--- src/design/rrct_pkg.sv ---
// rrct_pkg: shared types, codes and helpers for the range read cache tracker.
// No dependencies; imported by every module of the block.
`timescale 1ns / 1ps
package rrct_pkg;

  localparam int SLOTS_DEFAULT = 4;
  localparam int SLOT_FIELD_W  = 4;
  localparam int HINT_W        = 16;
  localparam int DIGIT_W       = 4;
  localparam int MOD_STEPS     = HINT_W / DIGIT_W;

  localparam logic [1:0] OP_LOOKUP   = 2'd0;
  localparam logic [1:0] OP_BEGIN    = 2'd1;
  localparam logic [1:0] OP_COMPLETE = 2'd2;
  localparam logic [1:0] OP_DISABLE  = 2'd3;

  localparam logic CFG_BUFFER_SIZE = 1'b0;
  localparam logic CFG_ALIGN_LOG2  = 1'b1;

  localparam logic [31:0] BUF_SIZE_RST  = 32'd65536;
  localparam logic [4:0]  ALIGN_RST     = 5'd9;

  typedef struct packed {
    logic [1:0]        op;
    logic [63:0]       offset;
    logic [HINT_W-1:0] slot_hint;
    logic [31:0]       byte_cnt;
  } in_item_t;

  typedef struct packed {
    logic                    status;
    logic                    hit;
    logic [SLOT_FIELD_W-1:0] slot;
    logic [31:0]             position;
    logic [31:0]             length;
    logic [63:0]             read_offset;
  } out_item_t;

  typedef struct packed {
    logic [63:0]             sub0_a;
    logic [63:0]             sub0_b;
    logic [63:0]             sub1_a;
    logic [63:0]             sub1_b;
    logic [63:0]             add_a;
    logic [31:0]             add_b;
    logic [SLOT_FIELD_W-1:0] rem;
    logic [DIGIT_W-1:0]      digit;
  } alu_req_t;

  typedef struct packed {
    logic [63:0]             diff0;
    logic                    brw0;
    logic [63:0]             diff1;
    logic                    brw1;
    logic [63:0]             sum;
    logic                    carry;
    logic [SLOT_FIELD_W-1:0] rem;
  } alu_rsp_t;

  typedef struct packed {
    logic        we_start;
    logic        we_end;
    logic [63:0] rng_start;
    logic [63:0] rng_end;
  } slot_wr_t;

  function automatic logic [31:0] sat32(input logic [63:0] v);
    return (|v[63:32]) ? 32'hFFFF_FFFF : v[31:0];
  endfunction

endpackage

--- src/design/rrct_alu.sv ---
// rrct_alu: shared arithmetic unit of the tracker: two 64-bit subtractors with
// borrow, a 64-bit saturating-add source and one hex digit of hint mod SLOTS.
// Depends on rrct_pkg.
`timescale 1ns / 1ps
module rrct_alu import rrct_pkg::*; #(
  parameter int SLOTS = SLOTS_DEFAULT
) (
  input  alu_req_t req_i,
  output alu_rsp_t rsp_o
);

  always_comb begin
    logic [4:0]              t;
    logic [SLOT_FIELD_W-1:0] r;
    {rsp_o.brw0, rsp_o.diff0} = {1'b0, req_i.sub0_a} - {1'b0, req_i.sub0_b};
    {rsp_o.brw1, rsp_o.diff1} = {1'b0, req_i.sub1_a} - {1'b0, req_i.sub1_b};
    {rsp_o.carry, rsp_o.sum}  = {1'b0, req_i.add_a} + {33'd0, req_i.add_b};
    // remainder update, one hint bit per step, msb first
    r = req_i.rem;
    for (int k = DIGIT_W - 1; k >= 0; k--) begin
      t = {r, req_i.digit[k]};
      if (t >= 5'(SLOTS)) begin
        t = t - 5'(SLOTS);
      end
      r = t[SLOT_FIELD_W-1:0];
    end
    rsp_o.rem = r;
  end

endmodule

--- src/design/rrct_slot_file.sv ---
// rrct_slot_file: per-slot byte range registers, one read and one write port.
// Depends on rrct_pkg.
`timescale 1ns / 1ps
module rrct_slot_file import rrct_pkg::*; #(
  parameter int SLOTS = SLOTS_DEFAULT,
  parameter int IDX_W = (SLOTS > 1) ? $clog2(SLOTS) : 1
) (
  input  logic             clk_i,
  input  logic             rst_ni,
  input  logic [IDX_W-1:0] rd_idx_i,
  output logic [63:0]      rd_start_o,
  output logic [63:0]      rd_end_o,
  input  logic [IDX_W-1:0] wr_idx_i,
  input  slot_wr_t         wr_i
);

  logic [63:0] start_q [SLOTS];
  logic [63:0] end_q   [SLOTS];

  always_ff @(posedge clk_i or negedge rst_ni) begin
    if (!rst_ni) begin
      for (int i = 0; i < SLOTS; i++) begin
        start_q[i] <= '0;
        end_q[i]   <= '0;
      end
    end else begin
      if (wr_i.we_start) begin
        start_q[wr_idx_i] <= wr_i.rng_start;
      end
      if (wr_i.we_end) begin
        end_q[wr_idx_i] <= wr_i.rng_end;
      end
    end
  end

  assign rd_start_o = start_q[rd_idx_i];
  assign rd_end_o   = end_q[rd_idx_i];

endmodule

--- src/design/range_read_cache_tracker_unit.sv ---
// range_read_cache_tracker_unit: top level with the sequencer and result register.
// Depends on rrct_pkg, rrct_alu and rrct_slot_file.
`timescale 1ns / 1ps
// A lookup or begin-read beat walks the slots one per cycle through a single
// shared compare/subtract unit, while the same unit folds the slot hint into
// hint mod SLOTS one hex digit per cycle. Lookup and begin-read go from idle
// through the scan state to the finish state; read-completed, disable and any
// no-target error go from idle straight to finish. in_ready_o is low while an
// item is in flight; a finished result sits in the output register, so the next
// beat can be taken while it waits, and the finish step stalls only if the
// previous result has still not been taken. Configuration writes land at once.
module range_read_cache_tracker_unit import rrct_pkg::*; #(
  parameter int SLOTS = SLOTS_DEFAULT
) (
  input  logic      clk_i,
  input  logic      rst_ni,
  input  logic      cfg_we_i,
  input  logic      cfg_idx_i,
  input  logic [31:0] cfg_wdata_i,
  input  logic      in_valid_i,
  output logic      in_ready_o,
  input  in_item_t  in_data_i,
  output logic      out_valid_o,
  input  logic      out_ready_i,
  output out_item_t out_data_o
);

  localparam int IDX_W      = (SLOTS > 1) ? $clog2(SLOTS) : 1;
  localparam int SCAN_STEPS = (SLOTS > MOD_STEPS) ? SLOTS : MOD_STEPS;
  localparam int CNT_W      = $clog2(SCAN_STEPS);

  localparam logic [1:0] ST_IDLE = 2'd0;
  localparam logic [1:0] ST_SCAN = 2'd1;
  localparam logic [1:0] ST_FIN  = 2'd2;

  logic [1:0]              state_q, state_d;
  logic [CNT_W-1:0]        cnt_q, cnt_d;
  logic [31:0]             bsize_q;
  logic [4:0]              align_q;
  logic [SLOT_FIELD_W-1:0] tgt_q, tgt_d;
  logic                    tgt_vld_q, tgt_vld_d;
  logic                    found_q, found_d;
  logic                    out_vld_q, out_vld_d;
  out_item_t               out_q, out_d;

  in_item_t                req_q;
  logic [63:0]             base_q;
  logic [HINT_W-1:0]       hint_q;
  logic [SLOT_FIELD_W-1:0] rem_q;
  logic [SLOT_FIELD_W-1:0] hit_idx_q;
  logic [31:0]             pos_q, hlen_q, len_q;

  logic                    in_acc, fin_go, slot_step, mod_step;
  logic [IDX_W-1:0]        slot_idx, rd_idx;
  logic [63:0]             rd_start, rd_end, align_mask;
  logic [31:0]             n_bytes;
  logic                    hit_now, gap_ok;
  alu_req_t                alu_req;
  alu_rsp_t                alu_rsp;
  slot_wr_t                wr;

  assign in_ready_o  = (state_q == ST_IDLE);
  assign in_acc      = in_valid_i && in_ready_o;
  assign out_valid_o = out_vld_q;
  assign out_data_o  = out_q;
  assign fin_go      = (state_q == ST_FIN) && (!out_vld_q || out_ready_i);

  assign slot_idx  = cnt_q[IDX_W-1:0];
  assign slot_step = ({1'b0, cnt_q} < (CNT_W + 1)'(SLOTS));
  assign mod_step  = ({1'b0, cnt_q} < (CNT_W + 1)'(MOD_STEPS));
  assign rd_idx    = (state_q == ST_SCAN) ? slot_idx : tgt_q[IDX_W-1:0];
  assign align_mask = ~((64'd1 << align_q) - 64'd1);
  assign n_bytes   = (req_q.byte_cnt < bsize_q) ? req_q.byte_cnt : bsize_q;

  rrct_slot_file #(.SLOTS(SLOTS), .IDX_W(IDX_W)) u_slots (
    .clk_i      (clk_i),
    .rst_ni     (rst_ni),
    .rd_idx_i   (rd_idx),
    .rd_start_o (rd_start),
    .rd_end_o   (rd_end),
    .wr_idx_i   (tgt_q[IDX_W-1:0]),
    .wr_i       (wr)
  );

  always_comb begin
    alu_req.sub0_a = req_q.offset;
    alu_req.sub0_b = rd_start;
    if (req_q.op == OP_LOOKUP) begin
      alu_req.sub1_a = rd_end;
      alu_req.sub1_b = req_q.offset;
    end else begin
      alu_req.sub1_a = rd_start;
      alu_req.sub1_b = base_q;
    end
    alu_req.add_a = rd_start;
    alu_req.add_b = n_bytes;
    alu_req.rem   = rem_q;
    alu_req.digit = hint_q[HINT_W-1 -: DIGIT_W];
  end

  rrct_alu #(.SLOTS(SLOTS)) u_alu (
    .req_i (alu_req),
    .rsp_o (alu_rsp)
  );

  // lookup: start <= offset < end; begin-read: a non-target slot with start above base and gap shorter
  assign hit_now = !alu_rsp.brw0 && !alu_rsp.brw1 && (alu_rsp.diff1 != 64'd0);
  assign gap_ok  = (slot_idx != tgt_q[IDX_W-1:0]) && !alu_rsp.brw1 &&
                   (alu_rsp.diff1 != 64'd0) && (alu_rsp.diff1[63:32] == 32'd0) &&
                   (alu_rsp.diff1[31:0] < len_q);

  always_comb begin
    state_d   = state_q;
    cnt_d     = cnt_q;
    tgt_d     = tgt_q;
    tgt_vld_d = tgt_vld_q;
    found_d   = found_q;
    out_vld_d = out_vld_q;
    out_d     = out_q;
    wr        = '0;
    if (out_vld_q && out_ready_i) begin
      out_vld_d = 1'b0;
    end
    unique case (state_q)
      ST_IDLE: begin
        if (in_acc) begin
          cnt_d   = '0;
          found_d = 1'b0;
          if (in_data_i.op == OP_LOOKUP || (in_data_i.op == OP_BEGIN && tgt_vld_q)) begin
            state_d = ST_SCAN;
          end else begin
            state_d = ST_FIN;
          end
        end
      end
      ST_SCAN: begin
        if (slot_step && req_q.op == OP_LOOKUP && hit_now) begin
          found_d = 1'b1;
        end
        if (cnt_q == CNT_W'(SCAN_STEPS - 1)) begin
          state_d = ST_FIN;
        end else begin
          cnt_d = cnt_q + 1'b1;
        end
      end
      ST_FIN: begin
        if (fin_go) begin
          state_d   = ST_IDLE;
          out_vld_d = 1'b1;
          out_d     = '0;
          if (req_q.op == OP_LOOKUP) begin
            if (found_q) begin
              out_d.hit      = 1'b1;
              out_d.slot     = hit_idx_q;
              out_d.position = pos_q;
              out_d.length   = hlen_q;
            end else begin
              tgt_d     = rem_q;
              tgt_vld_d = 1'b1;
            end
          end else if (!tgt_vld_q) begin
            out_d.status = 1'b1;
          end else begin
            unique case (req_q.op)
              OP_BEGIN: begin
                wr.we_start       = 1'b1;
                wr.rng_start      = base_q;
                out_d.slot        = tgt_q;
                out_d.length      = len_q;
                out_d.read_offset = base_q;
              end
              OP_COMPLETE: begin
                wr.we_end  = 1'b1;
                wr.rng_end = alu_rsp.carry ? 64'hFFFF_FFFF_FFFF_FFFF : alu_rsp.sum;
                tgt_vld_d  = 1'b0;
              end
              default: begin
                wr.we_start = 1'b1;
                wr.we_end   = 1'b1;
              end
            endcase
          end
        end
      end
      default: begin
        state_d = ST_IDLE;
      end
    endcase
  end

  always_ff @(posedge clk_i or negedge rst_ni) begin
    if (!rst_ni) begin
      state_q   <= ST_IDLE;
      cnt_q     <= '0;
      bsize_q   <= BUF_SIZE_RST;
      align_q   <= ALIGN_RST;
      tgt_q     <= '0;
      tgt_vld_q <= 1'b0;
      found_q   <= 1'b0;
      out_vld_q <= 1'b0;
    end else begin
      state_q   <= state_d;
      cnt_q     <= cnt_d;
      tgt_q     <= tgt_d;
      tgt_vld_q <= tgt_vld_d;
      found_q   <= found_d;
      out_vld_q <= out_vld_d;
      if (cfg_we_i) begin
        unique case (cfg_idx_i)
          CFG_BUFFER_SIZE: bsize_q <= cfg_wdata_i;
          CFG_ALIGN_LOG2:  align_q <= cfg_wdata_i[4:0];
          default: ;
        endcase
      end
    end
  end

  // datapath registers, no reset needed
  always_ff @(posedge clk_i) begin
    out_q <= out_d;
    if (in_acc) begin
      req_q  <= in_data_i;
      base_q <= in_data_i.offset & align_mask;
      hint_q <= in_data_i.slot_hint;
      rem_q  <= '0;
      len_q  <= bsize_q;
    end else if (state_q == ST_SCAN) begin
      if (mod_step) begin
        rem_q  <= alu_rsp.rem;
        hint_q <= hint_q << DIGIT_W;
      end
      if (slot_step && req_q.op == OP_LOOKUP && hit_now && !found_q) begin
        hit_idx_q <= SLOT_FIELD_W'(slot_idx);
        pos_q     <= sat32(alu_rsp.diff0);
        hlen_q    <= sat32(alu_rsp.diff1);
      end
      if (slot_step && req_q.op == OP_BEGIN && gap_ok) begin
        len_q <= alu_rsp.diff1[31:0];
      end
    end
  end

endmodule

--- config.mk ---
export PLATFORM = sky130hd
export DESIGN_NAME = range_read_cache_tracker_unit
export DESIGN_NICKNAME = d
export VERILOG_FILES = /design/src/design/rrct_pkg.sv /design/src/design/rrct_alu.sv /design/src/design/rrct_slot_file.sv /design/src/design/range_read_cache_tracker_unit.sv
export SDC_FILE = /design/constraint.sdc
export NUM_CORES = 2
export LEC_CHECK = 0
export BUFFER_PORTS_ARGS = -buffer_cell sky130_fd_sc_hd__buf_2
export CAP_MARGIN = 0
export CORE_MARGIN = 4
export CORE_UTILIZATION = 58
export CTS_BUF_LIST = sky130_fd_sc_hd__clkbuf_4 sky130_fd_sc_hd__clkbuf_8
export CTS_CLUSTER_DIAMETER = 50
export DETAILED_ROUTE_END_ITERATION = 10
export MAX_ROUTING_LAYER = met4
export PLACE_DENSITY = 0.79
export SKIP_LAST_GASP = 1
export SLEW_MARGIN = 20
export SYNTH_ARGS = -nofsm -noshare
export SYNTH_HDL_FRONTEND = slang
export SYNTH_SLANG_ARGS = --single-unit
export TNS_END_PERCENT = 5
--- constraint.sdc ---
create_clock -name clk_i -period 8.75 [get_ports clk_i]
set_input_delay 0.4375 -clock clk_i [delete_from_list [all_inputs] [get_ports clk_i]]
set_output_delay 0.4375 -clock clk_i [all_outputs]
set_load 0.02 [all_outputs]
# Word level (Yosys, flattened, before mapping)

Cells that the tools add are included.
Widths: inputs -> output; s select.

Flip-flop bits (word level): 974

Add/sub/neg operators: 9
Magnitude comparators: 9
Equality and inequality tests: 13
Shift operators: 1
Muxes and demuxes: 56
Bitwise logic cells: 9
Reductions and logical operators: 42

Operators with widths:

| kind                  | count |
|---|---|
| $mux 130              | 4 |
| $bwmux 256            | 2 |
| $mux 64               | 8 |
| $bmux 64 s2           | 2 |
| $mux 96               | 2 |
| $mux 32               | 5 |
| $sub 64x64->65        | 2 |
| $demux 64 s2          | 1 |
| $mux 128              | 1 |
| $mux 69               | 1 |
| $add 64x32->65        | 1 |
| $and 64x64->64        | 1 |
| $lt 32x32->1          | 2 |
| $not 64->64           | 1 |
| $reduce_bool 64->1    | 1 |
| $reduce_or 32->1      | 2 |
| $shl 1x5->64 const A  | 1 |
| $sub 64x1->64 const B | 1 |
| $logic_not 32->1      | 1 |
| $mux 16               | 2 |
| $mux 4                | 7 |
| $ge 5x3->1 const B    | 4 |
| $sub 4x3->4 const B   | 4 |
| $reduce_and 3->1      | 5 |
| 23 further kinds      | 78 |

# Longest topological paths before layout

Depth after elaboration: 17
Mapped depth: 33

# By module

A second synthesis with hierarchy kept.

Cells, all modules: 4571
Area, all modules: 55502.0 um2

Modules (own cells, without submodules):

| module                        | instances | cells each | area an instance (um2) | sequential area each (um2) |
|---|---|---|---|---|
| rrct_slot_file                | 1         | 1244       | 23354.9                | 12812.3 |
| range_read_cache_tracker_unit | 1         | 1761       | 21754.6                | 13596.8 |
| rrct_alu                      | 1         | 1566       | 10392.5                | 0.0 |

# Least setup slack after synthesis

Ideal clock, no wire load.

Path kind: reg2reg
Start: register state_q[0]
End: register hit_idx_q[0] (enable)
Library setup time: 498 ps
Arrival time: 8897 ps
Data required time: 8252 ps
Slack: -645 ps
Cell stages (with the launch flop): 25
Buffers on the path: 6
Clock period less this slack: 9395 ps
Cell sequence: dfrtp_1 nor2b_1 buf_6 mux2i_4 buf_8 buf_8 buf_6 clkbuf_1 buf_1 mux4_2 mux2i_1 ha_1 fa_1 nand2b_1 a211oi_1 o21ai_1 a2111o_1 a31o_2 a21oi_1 o21ai_0 a21oi_1 o221ai_1 or4_1 a21oi_1 nor2b_1

Longest elaborated chain between the ends: 14
Elaborated cells on any way between the ends: 23

RTL lines:

| item                                                    | line                                 | text |
|---|---|---|
| from (decl)                                             | range_read_cache_tracker_unit.sv:36  | `logic [1:0] state_q, state_d;` |
| from (signal assigned)                                  | range_read_cache_tracker_unit.sv:202 | `state_q <= state_d;` |
| branches (longest 13 deep; another with $sub 64x64->65) | -                                    |  |
| $reduce_and 3->1 (no source line) *                     | -                                    |  |
| to (signal assigned)                                    | range_read_cache_tracker_unit.sv:233 | `hit_idx_q <= SLOT_FIELD_W'(slot_idx);` |
| to (decl)                                               | range_read_cache_tracker_unit.sv:50  | `logic [SLOT_FIELD_W-1:0] hit_idx_q;` |

Mark *: on every way between the ends. The select of a mux whose other input is x is not followed.
A chain may end at the register's enable or synchronous reset.

# Final worst setup path

Start: register state_q[0]
End: register hlen_q[8] (enable)

Longest elaborated chain between the ends: 14
Elaborated cells on any way between the ends: 23

RTL lines:

| item                                                    | line                                 | text |
|---|---|---|
| branches (longest 13 deep; another with $sub 64x64->65) | -                                    |  |
| $reduce_and 3->1 (no source line) *                     | -                                    |  |
| to (signal assigned)                                    | range_read_cache_tracker_unit.sv:235 | `hlen_q <= sat32(alu_rsp.diff1);` |
| to (decl)                                               | range_read_cache_tracker_unit.sv:51  | `logic [31:0] pos_q, hlen_q, len_q;` |

Marks and branches as above.

==> flow_summary_export.csv <==
group,metric,value,unit
status,status,"finished clean",
yosys,synthAdderAreaFrac,5.45,%
job,cap_viol_max_count,0,
detailed_routing,post_drt_via_cell_ratio,6.57,
finish,final_nets,6036,
floorplan,start_util,58.4,%
clock_tree,cts_tree,"built",
clock_tree,cts.sinks,974,
finish,instances_no_fill,6990,
placement,placed_cell_area,56000,um2
clock_tree,cts_resized,0,
worst_hold_path,hold_end,"align_q[0]",
global_routing,track_usage,40.8,%
power_and_ir_drop,comb_power_share,45.7,%
yosys,yosysWarnings,0,
worst_setup_path,reg2regPathDepth,23,
yosys,synth_top_area_cell,"dfrtp_1",
sta,rsz0062_at_grt,"no",
yosys,synthTopCellsByArea,"dfrtp_1 26%, edfxtp_1 23%, nand2_1 6.8%",
yosys,synth_compound_gate_area_share,16.0,%
yosys,ys_seq_elements,974,
placement,dp.cells,6518,
power_and_ir_drop,power.density,320,nW/um2
sta,maxSlewHeadroom,22.8,%
global_routing,globalRouteMet1Util,55.2,%
detailed_routing,drt_iter0_markers,6529,
worst_hold_path,hold_path.class,"in2reg",
placement,place.gp.congestion,1.08,
worst_hold_path,min-delay-start,"cfg_idx_i",
sta,finalCriticalPeriod,8.50,ns
clock_tree,cts_root_buffer,"clkbuf_8",
worst_setup_path,arrival,9.09,ns
sta,worst_pin_slew,1.16,ns
yosys,syn_inst,5264,
detailed_routing,drcViolationCount,0,
floorplan,design.core.area,91500,um2
global_routing,grt_busiest_layer,"met2",
clock_tree,cts_buffers,165,
global_routing,grt_max_degree,155,
sta,final.setup_skew,0.0564,ns
yosys,yosysSeqAreaShare,49.4,%
yosys,syn_nets,5647,
detailed_routing,ant_nets,0,
worst_setup_path,reg2reg_to,"hlen_q[8]",
yosys,synth_commonest_cells,"965 x nand2_1, 619 x o21ai_0, 557 x dfrtp_1",
sta,hold_viol_final,0,
clock_tree,clkTransAtPathRegs,0.07,ns
placement,dp_hpwl,141000,um
floorplan,dieArea,97000,um2
yosys,synth_top_family_by_area,"compound AO/OA/AOI/OAI gates",
worst_setup_path,cp-end-kind,"register",
detailed_routing,vias,45900,
sta,slew_viol_final,0,
finish,fill_cells,6797,
global_routing,grt_pass1_wl,288000,um
global_routing,grtUsageMet2,56.1,%
yosys,yosysUniqueCellTypes,106,
worst_setup_path,r2r_slack,0.25,ns
finish,syn_to_final_growth,14.6,%
sta,setup_viol_count_final,0,
finish,drive_above_1_share,16.7,%
worst_setup_path,critPathLaunchType,"register",
global_routing,antenna_found_initial,14,
sta,final.period_utilization,97.1,%
yosys,synth_xor_area_share,2.26,%
floorplan,ioPinCount,288,
power_and_ir_drop,p_seq_share,31.2,%
yosys,synth_top_area_share,26.1,%
placement,io_buffers,287,
floorplan,rows,111,
sta,finalSetupTns,0,ns
floorplan,fp.dieW,311,um
worst_setup_path,worstPathRequired,9.34,ns
yosys,synth_most_common_cell,"nand2_1",
worst_setup_path,r2r_start,"state_q[0]",
yosys,synthArstFlopShare,57.5,%
global_routing,grt_util_met3,15.3,%
yosys,netlist_area,53400,um2
yosys,syn_area_per_cell,10.1,um2
worst_setup_path,setup.worst_path.class,"reg2reg",
finish,multi_input_area,24900,um2
power_and_ir_drop,ir_drop,214,uV
finish,seqCellArea,26400,um2
yosys,synth-edff-count,410,
power_and_ir_drop,total_power,19.6,mW
global_routing,grt_pass1_vias,44800,
power_and_ir_drop,power_frac_clock,23.1,%
detailed_routing,routed_wl,195000,um
finish,final_area,61200,um2
placement,place_ws,0.551,ns
clock_tree,cts_buffer_depth,3,
power_and_ir_drop,p_int,11.1,mW
global_routing,grt_overflow,0,
detailed_routing,drt_first_pass_iters,7,
power_and_ir_drop,p_leak,26.6,nW
detailed_routing,wl_per_cell,27.9,um
sta,layout_setup_ws,0.253,ns
clock_tree,htree_levels,4,
power_and_ir_drop,swShare,43.2,%
worst_hold_path,min_path_cells,3,
yosys,ys.flop_type,"dfrtp_1",
yosys,synth_mux_area_share,8.66,%
clock_tree,post-cts-setup-buffers,0,
worst_setup_path,crit_fanout,66,
clock_tree,clk_latency,0.92,ns
power_and_ir_drop,p_sw,8.48,mW
floorplan,die_h,311,um
sta,max_freq,118,MHz
clock_tree,holdBufCountCts,154,
yosys,synth_simple_gate_area_share,14.0,%
flip-flops by register name, indices dropped and copies added (netlist names), 4 cells and up:
name,flops
hlen_q,32
align_q,5
hint_q,16
base_q,64
u_slots.end_q,256
tgt_q,4
u_slots.start_q,256
req_q,34
bsize_q,32
rem_q,4
len_q,32
out_data_o,134
alu_req,64
pos_q,32
kinds of logic (layout without fill, tap and decap cells):
group                    after synthesis  count (layout)
adder cells (fa/ha/maj)              231             231
AND/OR/NAND/NOR                     1659            1659
AO/OA/AOI/OAI                       1386            1386
flip-flops                           974             974
other                                  0              10
multiplexers                         302             302
XOR/XNOR                             138             138
buffers and inverters                574            1104
power by group through the flow:
stage / registers, mW / logic, mW / clock network [mW]
finish: 6.11 / 8.97 / 4.53
floorplan: 6.17 / 5.42 / 0
detailed placement: 6.15 / 8.51 / 0
global placement: 6.13 / 8.46 / 0
CTS: 6.07 / 8.61 / 4.52
global route: 6.15 / 9.51 / 4.76
worst max path at each step:
stage                     from           end  slack [ns]  cells past startpoint
global route        state_q[0]     hlen_q[9]        0.04                     23
floorplan           state_q[0]  hit_idx_q[0]        0.61                     24
global placement    state_q[0]     hlen_q[7]        0.52                     23
CTS                 state_q[0]     hlen_q[8]        0.51                     23
finish              state_q[0]     hlen_q[8]        0.25                     23
detailed placement  state_q[0]     hlen_q[9]        0.55                     23
cell type report:
| cell class | instances | share of cell area (%) |
|---|---|---|
| Sequential cell | 974 | 43.1 |
| Multi-Input combinational cell | 3716 | 40.7 |
| Timing Repair Buffer | 527 | 6.10 |
| Clock buffer | 243 | 4.90 |
| Tap cell | 1186 | 2.42 |
| Inverter | 269 | 1.67 |
| Clock inverter | 65 | 1.05 |
| Antenna cell | 10 | 0.0409 |
per-layer routing:
| metal | part of all wire [%] | vias up | wire, um |
|---|---|---|---|
| met2 | 42 | 3170 | 82200 |
| met4 | 4.0 | 0 | 7850 |
| met5 | 0 | - | 0 |
| li1 | - | 19800 | - |
| met3 | 14 | 503 | 27600 |
| met1 | 40 | 22500 | 77300 |
cells in the final DEF, fill, tap and decap left out, types with 113 or more instances in the layout:
cell type	synthesis	layout
mux4_2	113	113
clkbuf_8	0	188
nor2_1	187	183
dfrtp_1	557	556
a21oi_1	254	254
nand2_1	965	957
a22o_1	120	120
buf_2	14	286
edfxtp_1	410	410
o21ai_0	619	619
dlygate4sd3_1	0	154
inv_1	266	265
ha_1	228	228
critical path, stage by stage (launching register included):
cell and delay, ns:
dfrtp_1 0.45, nor2b_1 0.38, buf_4 0.28, mux2i_4 0.60, buf_4 0.39, buf_12 0.32
mux4_2 0.58, inv_1 0.12, o21ai_0 0.12, ha_1 0.57, nand2_1 0.15, o21ai_0 0.52
a21oi_1 0.12, a211o_1 0.28, a21oi_1 0.53, o21bai_1 0.28, o41a_1 0.43, o211ai_1 0.32
nand3_1 0.18, a2111oi_4 0.48, buf_4 0.45, a21oi_1 0.15, nor2b_4 0.16, buf_12 0.24
stage by stage:
stage	hold WS, ns	utilization [%]
final	0.0763	66.9
after global placement	0.449	61.2
after CTS	0.0151	66.9
after global routing	0.110	66.9
after detailed placement	0.452	61.2
after floorplan	0.142	-
Note: power is estimated with default switching activity, not from simulation.
